### src/rtl/dt64_pkg.sv
// Shared types and constants for the decimal text to int64 converter.
package dt64_pkg;

    // ASCII codes the parser recognizes.
    localparam logic [7:0] CH_ZERO  = 8'h30;
    localparam logic [7:0] CH_ONE   = 8'h31;
    localparam logic [7:0] CH_NINE  = 8'h39;
    localparam logic [7:0] CH_MINUS = 8'h2D;

    // Magnitude bounds: 2^63 and floor(2^63 / 10).
    localparam logic [63:0] MAG_LIMIT = 64'h8000_0000_0000_0000;
    localparam logic [63:0] MAG_DIV10 = 64'd922337203685477580;

    // Parse phase of the current text.
    typedef enum logic [1:0] {
        PH_FIRST       = 2'd0,
        PH_AFTER_MINUS = 2'd1,
        PH_DIGITS      = 2'd2
    } t_phase;

    // One input beat: a text byte and its end marker.
    typedef struct packed {
        logic [7:0] char_code;
        logic       last_char;
    } t_in_beat;

    // One result beat.
    typedef struct packed {
        logic               ok;
        logic signed [63:0] number_value;
    } t_out_beat;

    // Parser state carried from byte to byte.
    typedef struct packed {
        t_phase      phase;
        logic        is_negative;
        logic [63:0] magnitude;
        logic        has_failed;
    } t_parse_state;

endpackage

### src/rtl/decimal_text_to_int64_top.sv
// Top level of the streaming decimal text to signed 64-bit integer converter.
//
//  Channel | Direction | Handshake                  | Beat
//  --------+-----------+----------------------------+-------------------------------
//  in      | input     | i_in_valid / o_in_ready    | i_in_data: char_code, last_char
//  out     | output    | o_out_valid / i_out_ready  | o_out_data: ok, number_value
//
// One text byte is taken per cycle unless a final byte is held back. A byte
// lands in the input register, the parse step runs on it there, and a final
// byte's result is loaded into the output register when that byte advances.
// Synchronous active-low reset returns the parser to the start of a text.
// A stalled result blocks only final bytes; other bytes keep flowing.
module decimal_text_to_int64_top (
    input  logic                i_clk,
    input  logic                i_rst_n,
    input  logic                i_in_valid,
    output logic                o_in_ready,
    input  dt64_pkg::t_in_beat  i_in_data,
    output logic                o_out_valid,
    input  logic                i_out_ready,
    output dt64_pkg::t_out_beat o_out_data
);

    logic                   r_in_valid;
    dt64_pkg::t_in_beat     r_in_data;
    dt64_pkg::t_parse_state r_state;
    dt64_pkg::t_parse_state n_state;
    logic                   r_out_valid;
    dt64_pkg::t_out_beat    r_out_data;
    dt64_pkg::t_out_beat    n_out_data;
    logic                   advance;

    // The held byte moves on unless it is final and the result slot is busy.
    assign advance    = r_in_valid && (!r_in_data.last_char || !r_out_valid || i_out_ready);
    assign o_in_ready = !r_in_valid || advance;

    // Input register.
    always_ff @(posedge i_clk) begin
        if (!i_rst_n) begin
            r_in_valid <= 1'b0;
        end else if (o_in_ready) begin
            r_in_valid <= i_in_valid;
        end
    end

    always_ff @(posedge i_clk) begin
        if (o_in_ready && i_in_valid) begin
            r_in_data <= i_in_data;
        end
    end

    // Parse step.
    dt64_step u_step (
        .i_state  (r_state),
        .i_beat   (r_in_data),
        .o_state  (n_state),
        .o_result (n_out_data)
    );

    // Parser state register.
    always_ff @(posedge i_clk) begin
        if (!i_rst_n) begin
            r_state.phase       <= dt64_pkg::PH_FIRST;
            r_state.is_negative <= 1'b0;
            r_state.magnitude   <= 64'd0;
            r_state.has_failed  <= 1'b0;
        end else if (advance) begin
            r_state <= n_state;
        end
    end

    // Result register.
    always_ff @(posedge i_clk) begin
        if (!i_rst_n) begin
            r_out_valid <= 1'b0;
        end else if (advance && r_in_data.last_char) begin
            r_out_valid <= 1'b1;
        end else if (i_out_ready) begin
            r_out_valid <= 1'b0;
        end
    end

    always_ff @(posedge i_clk) begin
        if (advance && r_in_data.last_char) begin
            r_out_data <= n_out_data;
        end
    end

    assign o_out_valid = r_out_valid;
    assign o_out_data  = r_out_data;

endmodule

### src/rtl/dt64_step.sv
// Per-byte parse step: next parser state and the result for a final byte.
module dt64_step (
    input  dt64_pkg::t_parse_state i_state,
    input  dt64_pkg::t_in_beat     i_beat,
    output dt64_pkg::t_parse_state o_state,
    output dt64_pkg::t_out_beat    o_result
);

    logic                   is_digit;
    logic                   is_nonzero_digit;
    logic                   lone_zero;
    logic [63:0]            digit_val;
    logic [63:0]            mag_times10;
    logic [63:0]            mag_next;
    dt64_pkg::t_parse_state upd;

    // Byte classification.
    assign is_digit = (i_beat.char_code >= dt64_pkg::CH_ZERO)
                   && (i_beat.char_code <= dt64_pkg::CH_NINE);
    assign is_nonzero_digit = (i_beat.char_code >= dt64_pkg::CH_ONE)
                           && (i_beat.char_code <= dt64_pkg::CH_NINE);
    assign digit_val = {60'd0, i_beat.char_code[3:0]};

    // Multiply by ten as a shift-add, then add the new digit. The sum cannot
    // wrap whenever the magnitude is within the divide-by-ten bound.
    assign mag_times10 = {i_state.magnitude[60:0], 3'b000}
                       + {i_state.magnitude[62:0], 1'b0};
    assign mag_next    = mag_times10 + digit_val;

    // State update for this byte.
    always_comb begin
        upd       = i_state;
        lone_zero = 1'b0;
        if (!i_state.has_failed) begin
            case (i_state.phase)
                dt64_pkg::PH_FIRST: begin
                    if (i_beat.char_code == dt64_pkg::CH_ZERO && i_beat.last_char) begin
                        lone_zero = 1'b1;
                    end else if (i_beat.char_code == dt64_pkg::CH_MINUS) begin
                        upd.is_negative = 1'b1;
                        upd.phase       = dt64_pkg::PH_AFTER_MINUS;
                        upd.has_failed  = i_beat.last_char;
                    end else if (is_nonzero_digit) begin
                        upd.magnitude = digit_val;
                        upd.phase     = dt64_pkg::PH_DIGITS;
                    end else begin
                        upd.has_failed = 1'b1;
                    end
                end
                dt64_pkg::PH_AFTER_MINUS: begin
                    if (is_nonzero_digit) begin
                        upd.magnitude = digit_val;
                        upd.phase     = dt64_pkg::PH_DIGITS;
                    end else begin
                        upd.has_failed = 1'b1;
                    end
                end
                default: begin
                    // Inside the digits: accumulate with overflow checks.
                    if (!is_digit) begin
                        upd.has_failed = 1'b1;
                    end else if (i_state.magnitude > dt64_pkg::MAG_DIV10) begin
                        upd.has_failed = 1'b1;
                    end else if (mag_next > dt64_pkg::MAG_LIMIT) begin
                        upd.has_failed = 1'b1;
                    end else begin
                        upd.magnitude = mag_next;
                    end
                end
            endcase
        end
    end

    // Result and return to the start state on the final byte.
    always_comb begin
        o_result.ok           = 1'b0;
        o_result.number_value = 64'sd0;
        o_state               = upd;
        if (lone_zero) begin
            o_result.ok = 1'b1;
        end else if (!upd.has_failed && upd.phase != dt64_pkg::PH_FIRST
                     && upd.phase != dt64_pkg::PH_AFTER_MINUS) begin
            if (upd.is_negative) begin
                o_result.ok           = 1'b1;
                o_result.number_value = $signed(64'd0 - upd.magnitude);
            end else if (upd.magnitude < dt64_pkg::MAG_LIMIT) begin
                o_result.ok           = 1'b1;
                o_result.number_value = $signed(upd.magnitude);
            end
        end
        if (i_beat.last_char) begin
            o_state.phase       = dt64_pkg::PH_FIRST;
            o_state.is_negative = 1'b0;
            o_state.magnitude   = 64'd0;
            o_state.has_failed  = 1'b0;
        end
    end

endmodule

### config.mk
export PLATFORM = sky130hd
export DESIGN_NAME = decimal_text_to_int64_top
export DESIGN_NICKNAME = d
export VERILOG_FILES = /design/src/rtl/dt64_pkg.sv /design/src/rtl/decimal_text_to_int64_top.sv /design/src/rtl/dt64_step.sv
export SDC_FILE = /design/constraint.sdc
export NUM_CORES = 1
export LEC_CHECK = 0
export BUFFER_PORTS_ARGS = -buffer_cell sky130_fd_sc_hd__buf_2
export CAP_MARGIN = 15
export CORE_ASPECT_RATIO = 1.2
export CORE_MARGIN = 3
export CORE_UTILIZATION = 45
export DETAILED_ROUTE_END_ITERATION = 8
export PLACE_DENSITY = 0.58
export SKIP_LAST_GASP = 1
export SYNTH_ARGS = -nofsm -noshare
export SYNTH_HDL_FRONTEND = slang
export SYNTH_SLANG_ARGS = --single-unit
### constraint.sdc
create_clock -name i_clk -period 11.25 [get_ports i_clk]
set_clock_uncertainty 0.1 [all_clocks]
set_input_delay 0.5625 -clock i_clk [delete_from_list [all_inputs] [get_ports i_clk]]
set_output_delay 0.5625 -clock i_clk [all_outputs]
set_load 0.02 [all_outputs]
==> results.sh, run 1 <==
export IMPL_status="finished, final reports clean"
export IMPL_p_leak_nw=6.41
export IMPL_arrival_ns=8.54
export IMPL_drive_gt1_share_pct=8.78
export IMPL_cts_hold_buf=0
export IMPL_wl_met3_um=5760
export IMPL_cts_max_level=4
export IMPL_grt_total_usage_pct=34.6
export IMPL_irDropWorstVdd_v=0.0000915
export IMPL_power_frac_seq_pct=46.5
export IMPL_setup_tns_ns=0
export IMPL_grt_pass1_vias=14833
export IMPL_power_density_mw_per_mm2=75.1
export IMPL_finalCritPeriodShare_pct=75.1
export IMPL_yosysSeqAreaShare_pct=24.5
export IMPL_grt_max_degree=69
export IMPL_drt_pass1_iter_count=6
export IMPL_synth_cells=1947
export IMPL_crit_path_start_kind="flop"
export IMPL_postSynthAreaPerCell_um2=7.60
export IMPL_dp_hpwl_um=48900
export IMPL_final_cells=2388
export IMPL_switchingPower_mw=0.304
export IMPL_numCtsBuffers=17
export IMPL_setup_viol=0
export IMPL_tritoncts="done"
export IMPL_layout_commonest_cell="nand2_1"
export IMPL_path_class="flop to flop"
export IMPL_gp_congestion=0.982
export IMPL_grt_antenna_before_repair=0
export IMPL_syn_to_final_growth_pct=8.64
export IMPL_critPathMaxFanout=15
export IMPL_drc=0
export IMPL_synth_area_mm2=0.0148
export IMPL_highest_layer="met4"
export IMPL_die_y_um=205
export IMPL_drtIter0Drc=2064
export IMPL_synth_edf_count=74
export IMPL_io_pins=80
export IMPL_ys_ff_latch=144
export IMPL_path_clk_slew_ns=0.07
export IMPL_worst_slew_pin_slew_ns=1.16
export IMPL_clkLatencyLatePin_ns=0.44
export IMPL_post_cts_buffers=0
export IMPL_rsz0062_at_grt="false"
export IMPL_overflow=0
export IMPL_ant_nets=0
export IMPL_post_place_cells=2356
export IMPL_die_area_mm2=0.0351
export IMPL_std_cell_rows=72
export IMPL_swShare_pct=25.2
export IMPL_wl_met2_um=26300
export IMPL_crit_required_ns=11.34
export IMPL_slew_headroom_pct=22.3
export IMPL_clkPwrFrac_pct=47.9
export IMPL_async_flop_share_pct=0
export IMPL_routed_via_density=6.71
export IMPL_fin_util_pct=49.7
export IMPL_final_fill_count=3294
export IMPL_initial_core_util_pct=45.8
export IMPL_synth_distinct_cells=95
export IMPL_clock_sinks=144
export IMPL_die_w_um=172
export IMPL_max_freq_mhz=118
export IMPL_wire_per_inst_um=25.8
export IMPL_vias=16022
export IMPL_final_cell_mix="nand2_1 (229), nor2_1 (193), o21ai_0 (140), a21oi_1 (139), ha_1 (123)"
export IMPL_grt_pass1_wl_um=92500
export IMPL_cp_end_kind="flop"
export IMPL_ctsRootBufferMaster="clkbuf_16"
export IMPL_clockBufferDepth=2
export IMPL_coreArea_mm2=0.0323
export IMPL_slew_viol_final=0
export IMPL_ys_warn_count=0
export IMPL_insertedDiodeCount=0
export IMPL_wl_met1_um=27600
export IMPL_synth_flop_cell="edfxtp_1"
export IMPL_wirelength_um=61700
export IMPL_synth_nets=2085
export IMPL_finalCriticalPeriod_ns=8.45
export IMPL_post_cts_resized=0
export IMPL_p_int_mw=0.904
export IMPL_hold_viol_final=0
export IMPL_maxCapViolations=0
export IMPL_layout_nets=2106
export IMPL_port_buffers=79
export IMPL_combPwrFrac_pct=5.6
export IMPL_hp_class="input port to flop"
## cell families after synthesis
kind of cell	after synthesis	synth area share, %
AND/OR/NAND/NOR	828	28.0
AO/OA/AOI/OAI	639	28.2
flip-flops	144	24.5
buffers and inverters	125	3.34
multiplexers	19	1.30
XOR/XNOR	67	3.96
adder cells (fa/ha/maj)	125	10.7
## synthesized netlist by cell type, types with 11 or more instances
| master | count | area share [%] |
|---|---|---|
| a21o_1 | 30 | 1.5 |
| a22oi_1 | 51 | 2.6 |
| nand2_1 | 229 | 5.8 |
| nor3_1 | 64 | 2.2 |
| o21ai_0 | 140 | 4.7 |
| xor2_1 | 23 | 1.4 |
| a22o_1 | 11 | 0.65 |
| xnor2_1 | 44 | 2.6 |
| inv_1 | 27 | 0.68 |
| or3_1 | 34 | 1.4 |
| nor2b_1 | 34 | 1.4 |
| ha_1 | 123 | 10 |
| buf_2 | 11 | 0.37 |
| nand2b_1 | 18 | 0.76 |
| a31oi_1 | 20 | 0.85 |
| and2_1 | 63 | 2.7 |
| o21ai_1 | 46 | 1.6 |
| nor2_1 | 193 | 4.9 |
| edfxtp_1 | 74 | 15 |
| and3_1 | 12 | 0.51 |
| mux2i_1 | 17 | 1.1 |
| a211oi_1 | 25 | 1.3 |
| clkbuf_1 | 79 | 2.0 |
| o211ai_1 | 15 | 0.76 |
| dfxtp_1 | 70 | 9.5 |
| nand3_1 | 45 | 1.5 |
| o21a_1 | 23 | 1.2 |
| nor4_1 | 28 | 1.2 |
| o22ai_1 | 14 | 0.59 |
| a21oi_1 | 139 | 4.7 |
| nand4_1 | 49 | 2.1 |
## state kept, by name, indices dropped and copies added (netlist names)
| name | count |
|---|---|
| o_out_data | 65 |
| o_out_valid | 1 |
| r_in_data | 9 |
| r_in_valid | 1 |
| r_state | 68 |
## power groups by stage
stage / clock network [mW] / logic [mW] / registers [mW]
global placement: 0 / 0.0661 / 0.573
global route: 0.601 / 0.0718 / 0.563
floorplan: 0 / 0.0349 / 0.579
CTS: 0.585 / 0.0666 / 0.562
finish: 0.579 / 0.0675 / 0.562
detailed placement: 0 / 0.0665 / 0.573
## cell type report
class | count | area, um2 | share of cell area, %
clock buffers | 17 | 425 | 2.65
clock inverters | 15 | 161 | 1.00
inverters | 27 | 101 | 0.630
multi-input cells | 1678 | 10700 | 66.6
flip-flops and latches | 144 | 3620 | 22.5
well taps | 407 | 509 | 3.17
repair buffers | 100 | 553 | 3.44
## metrics by stage
stage | hold WS [ns] | total power, mW | worst slack, ns | instance area [um2]
4_1_cts | 0.177 | 1.21 | 2.95 | 16100
3_3_place_gp | 0.397 | 0.639 | 3.19 | 15500
6_report | 0.199 | 1.21 | 2.80 | 16100
2_1_floorplan | 0.376 | 0.614 | 4.94 | 14800
5_1_grt | 0.184 | 1.24 | 2.39 | 16100
3_5_place_dp | 0.415 | 0.640 | 2.98 | 15500
## routing by layer
metal	GRT usage (%)	vias to the layer above
met4	11.7	0
li1	-	7422
met2	51.4	918
met5	0	-
met3	5.85	135
met1	50.5	7547
## worst max-delay path, cell delays in order (launching register included)
cell and delay [ns]:
edfxtp_1 0.42, inv_1 0.08, fa_1 0.55, inv_1 0.08, ha_1 0.28, a211oi_1 0.13, o31a_1 0.41, or3_4 0.39
a2111oi_1 0.99, o21ai_1 0.26, xnor2_1 0.29, a2111oi_2 0.44, nand4bb_4 0.18, nor3_4 0.65, a31oi_4 0.17, a21oi_1 0.42
ha_1 0.29, nand3_1 0.16, nor4_2 0.54, nand3_1 0.43, nor3_2 0.44, a21oi_1 0.12, or3_1 0.36
## final timing paths
check                           start                           end  slack, ns  depth (start not counted)
max reg2reg    r_in_data[4]$_DFFE_PP_  o_out_data[52]$_SDFFCE_PP0P_       2.80                         22
min                      i_in_data[0]        r_in_data[0]$_DFFE_PP_       0.20                          1
min reg2reg  r_state[65]$_SDFFE_PN0P_      r_state[65]$_SDFFE_PN0P_       0.44                          2
max            r_in_data[4]$_DFFE_PP_  o_out_data[52]$_SDFFCE_PP0P_       2.80                         22
Note: power is estimated with default switching activity, not from simulation.
==> run 2: changes to the inputs <==
Settings changed: PLACE_DENSITY 0.58 to 0.6.
Clock period 11.25 ns to 7.66 ns, I/O delays scaled along.
==> run 2 against run 1 <==
Net effect:
- fmax up 17%
- critical path type unchanged
- die area unchanged
- via count is 2.9% higher
- largest power group unchanged
- flip-flop and latch count unchanged
- critical endpoint is now o_out_data[21]$_SDFFCE_PP0P_
- sequential power is 47% higher
- cell count rose by 2.6%
- non-clock buffer count is 61 higher
- routed wire length up 2.3%
- first-iteration DRC count grew 4.7%
- setup slack got worse by 2.3 ns
- global-route usage grew 0.54 points
==> results.sh, run 2 (same netlist as run 1, synthesis figures left out) <==
export IMPL_status="finished, final reports clean"
export IMPL_wirelength_um=63100
export IMPL_top_register="r_state"
export IMPL_hold_end="r_in_data[6]$_DFFE_PP_"
export IMPL_max_freq_mhz=139
export IMPL_ant_nets=0
export IMPL_maxCapViolations=0
export IMPL_path_clk_slew_ns=0.06
export IMPL_port_buffers=79
export IMPL_largest_reg_flops=68
export IMPL_rsz0062_at_grt="false"
export IMPL_layout_commonest_cell="nand2_1"
export IMPL_std_cell_rows=72
export IMPL_vias=16494
export IMPL_clockBufferDepth=2
export IMPL_p_leak_nw=6.74
export IMPL_irDropWorstVdd_v=0.0000897
export IMPL_grt_pass1_wl_um=93800
export IMPL_setup_viol=0
export IMPL_hold_start="i_in_data[6]"
export IMPL_drc=0
export IMPL_layout_nets=2167
export IMPL_die_y_um=205
export IMPL_ctsRootBufferMaster="clkbuf_16"
export IMPL_arrival_ns=7.30
export IMPL_min_path_cells=1
export IMPL_tritoncts="done"
export IMPL_io_pins=80
export IMPL_power_density_mw_per_mm2=109
export IMPL_wire_per_inst_um=25.8
export IMPL_place_ws_ns=0.243
export IMPL_initial_core_util_pct=45.8
export IMPL_grt_max_degree=69
export IMPL_routed_via_density=6.73
export IMPL_fin_util_pct=51.5
export IMPL_worst_slew_pin_slew_ns=1.01
export IMPL_multi_input_area_mm2=0.0107
export IMPL_clock_sinks=144
export IMPL_seqCellArea_mm2=0.00362
export IMPL_cp_end_kind="flop"
export IMPL_numCtsBuffers=17
export IMPL_clkLatencyLatePin_ns=0.45
export IMPL_drtIter0Drc=2160
export IMPL_die_w_um=172
export IMPL_die_area_mm2=0.0351
export IMPL_timing_rr_start="r_in_data[4]$_DFFE_PP_"
export IMPL_slew_viol_final=0
export IMPL_finalCriticalPeriod_ns=7.21
export IMPL_overflow=0
export IMPL_fin_ws_ns=0.452
export IMPL_final_fill_count=3224
export IMPL_crit_path_start_kind="flop"
export IMPL_power_mw=1.82
export IMPL_coreArea_mm2=0.0323
export IMPL_crit_required_ns=7.75
export IMPL_drt_pass1_iter_count=6
export IMPL_finalCritPeriodShare_pct=94.1
export IMPL_drive_gt1_share_pct=11.2
export IMPL_path_class="flop to flop"
export IMPL_hp_class="input port to flop"
export IMPL_syn_to_final_growth_pct=12.5
export IMPL_insertedDiodeCount=0
export IMPL_grt_total_usage_pct=35.1
export IMPL_final_cell_mix="nand2_1 (229), nor2_1 (193), o21ai_0 (140), a21oi_1 (139), ha_1 (123)"
export IMPL_grt_antenna_before_repair=0
export IMPL_hold_viol_final=0
export IMPL_grt_pass1_vias=15126
export IMPL_hold_slack_ns=0.0162
export IMPL_worstReg2RegEnd="o_out_data[21]$_SDFFCE_PP0P_"
export IMPL_dp_hpwl_um=50000
export IMPL_setup_tns_ns=0
export IMPL_reg2reg_slack_ns=0.45
export IMPL_r2r_cells=21
export IMPL_slew_headroom_pct=32.6
export IMPL_cts_max_level=4
export IMPL_gp_congestion=1.04
export IMPL_critPathMaxFanout=9
run 2: cell count changes in the layout (fill, tap and decap cells not counted), sizes merged:
cell         previous run  this run
buf                   100       157
bufinv                  2         4
clkbuf                 17        21
clkinv                  8         5
clkinvlp                2         1
dlygate4sd3             0         4
inv                    30        28
run 2: repair_timing:
action                                 4_1_cts  5_1_grt
gates resized for setup                      0        3
hold buffers                                 4        0
endpoints found under the hold margin        4        0
setup buffers                                0        2
setup endpoints to repair                    0       25
run 2: per-stage QoR:
step	instances	area (um2)
after CTS	2447	16600
after global routing	2449	16600
after detailed placement	2411	16000
final	2449	16600
after global placement	2411	16000
after floorplan	1947	14800
run 2: report_power, final:
group,switching [mW],internal [mW],total (mW)
registers,0.00687,0.819,0.826
clock network,0.343,0.543,0.886
logic,0.0761,0.0318,0.108
total,0.426,1.39,1.82
run 2: critical path, cell delays in order, from the launching register on:
cell and delay [ns]:
edfxtp_1 0.43, inv_1 0.09, fa_1 0.58, inv_1 0.09
fa_1 0.54, a21o_1 0.23, a221oi_2 0.38, o21a_1 0.24
a211oi_1 0.17, o211a_1 0.34, or3_1 0.36, a2111oi_2 0.54
nand4bb_4 0.18, nor4_1 0.40, buf_4 0.20, o22a_1 0.19
and4_1 0.25, nand3_1 0.24, or3_1 0.64, o41ai_2 0.48
xnor2_1 0.21, nor2_1 0.07
run 2: cell type report:
cell class | instances | area share, %
Clock buffer | 21 | 2.65
Tap cell | 407 | 3.06
Timing Repair Buffer | 161 | 6.51
Sequential cell | 144 | 21.8
Inverter | 27 | 0.609
Multi-Input combinational cell | 1678 | 64.4
Clock inverter | 11 | 0.985
run 2: routing by layer:
layer	global-route usage, %	up-vias	share of wire [%]
li1	-	7524	-
met1	49.9	7827	43
met2	53.4	1003	43
met3	6.72	140	9.9
met4	11.6	0	3.5
met5	0	-	0
run 2: worst max path at each step:
stage | startpoint | to | depth (start not counted)
CTS | r_in_data[4]$_DFFE_PP_ | o_out_data[22]$_SDFFCE_PP0P_ | 24
global route | r_in_data[4]$_DFFE_PP_ | o_out_data[46]$_SDFFCE_PP0P_ | 23
global placement | r_in_data[4]$_DFFE_PP_ | o_out_data[34]$_SDFFCE_PP0P_ | 23
detailed placement | r_in_data[4]$_DFFE_PP_ | o_out_data[46]$_SDFFCE_PP0P_ | 23
finish | r_in_data[4]$_DFFE_PP_ | o_out_data[21]$_SDFFCE_PP0P_ | 21
floorplan | r_in_data[4]$_DFFE_PP_ | o_out_data[52]$_SDFFCE_PP0P_ | 22
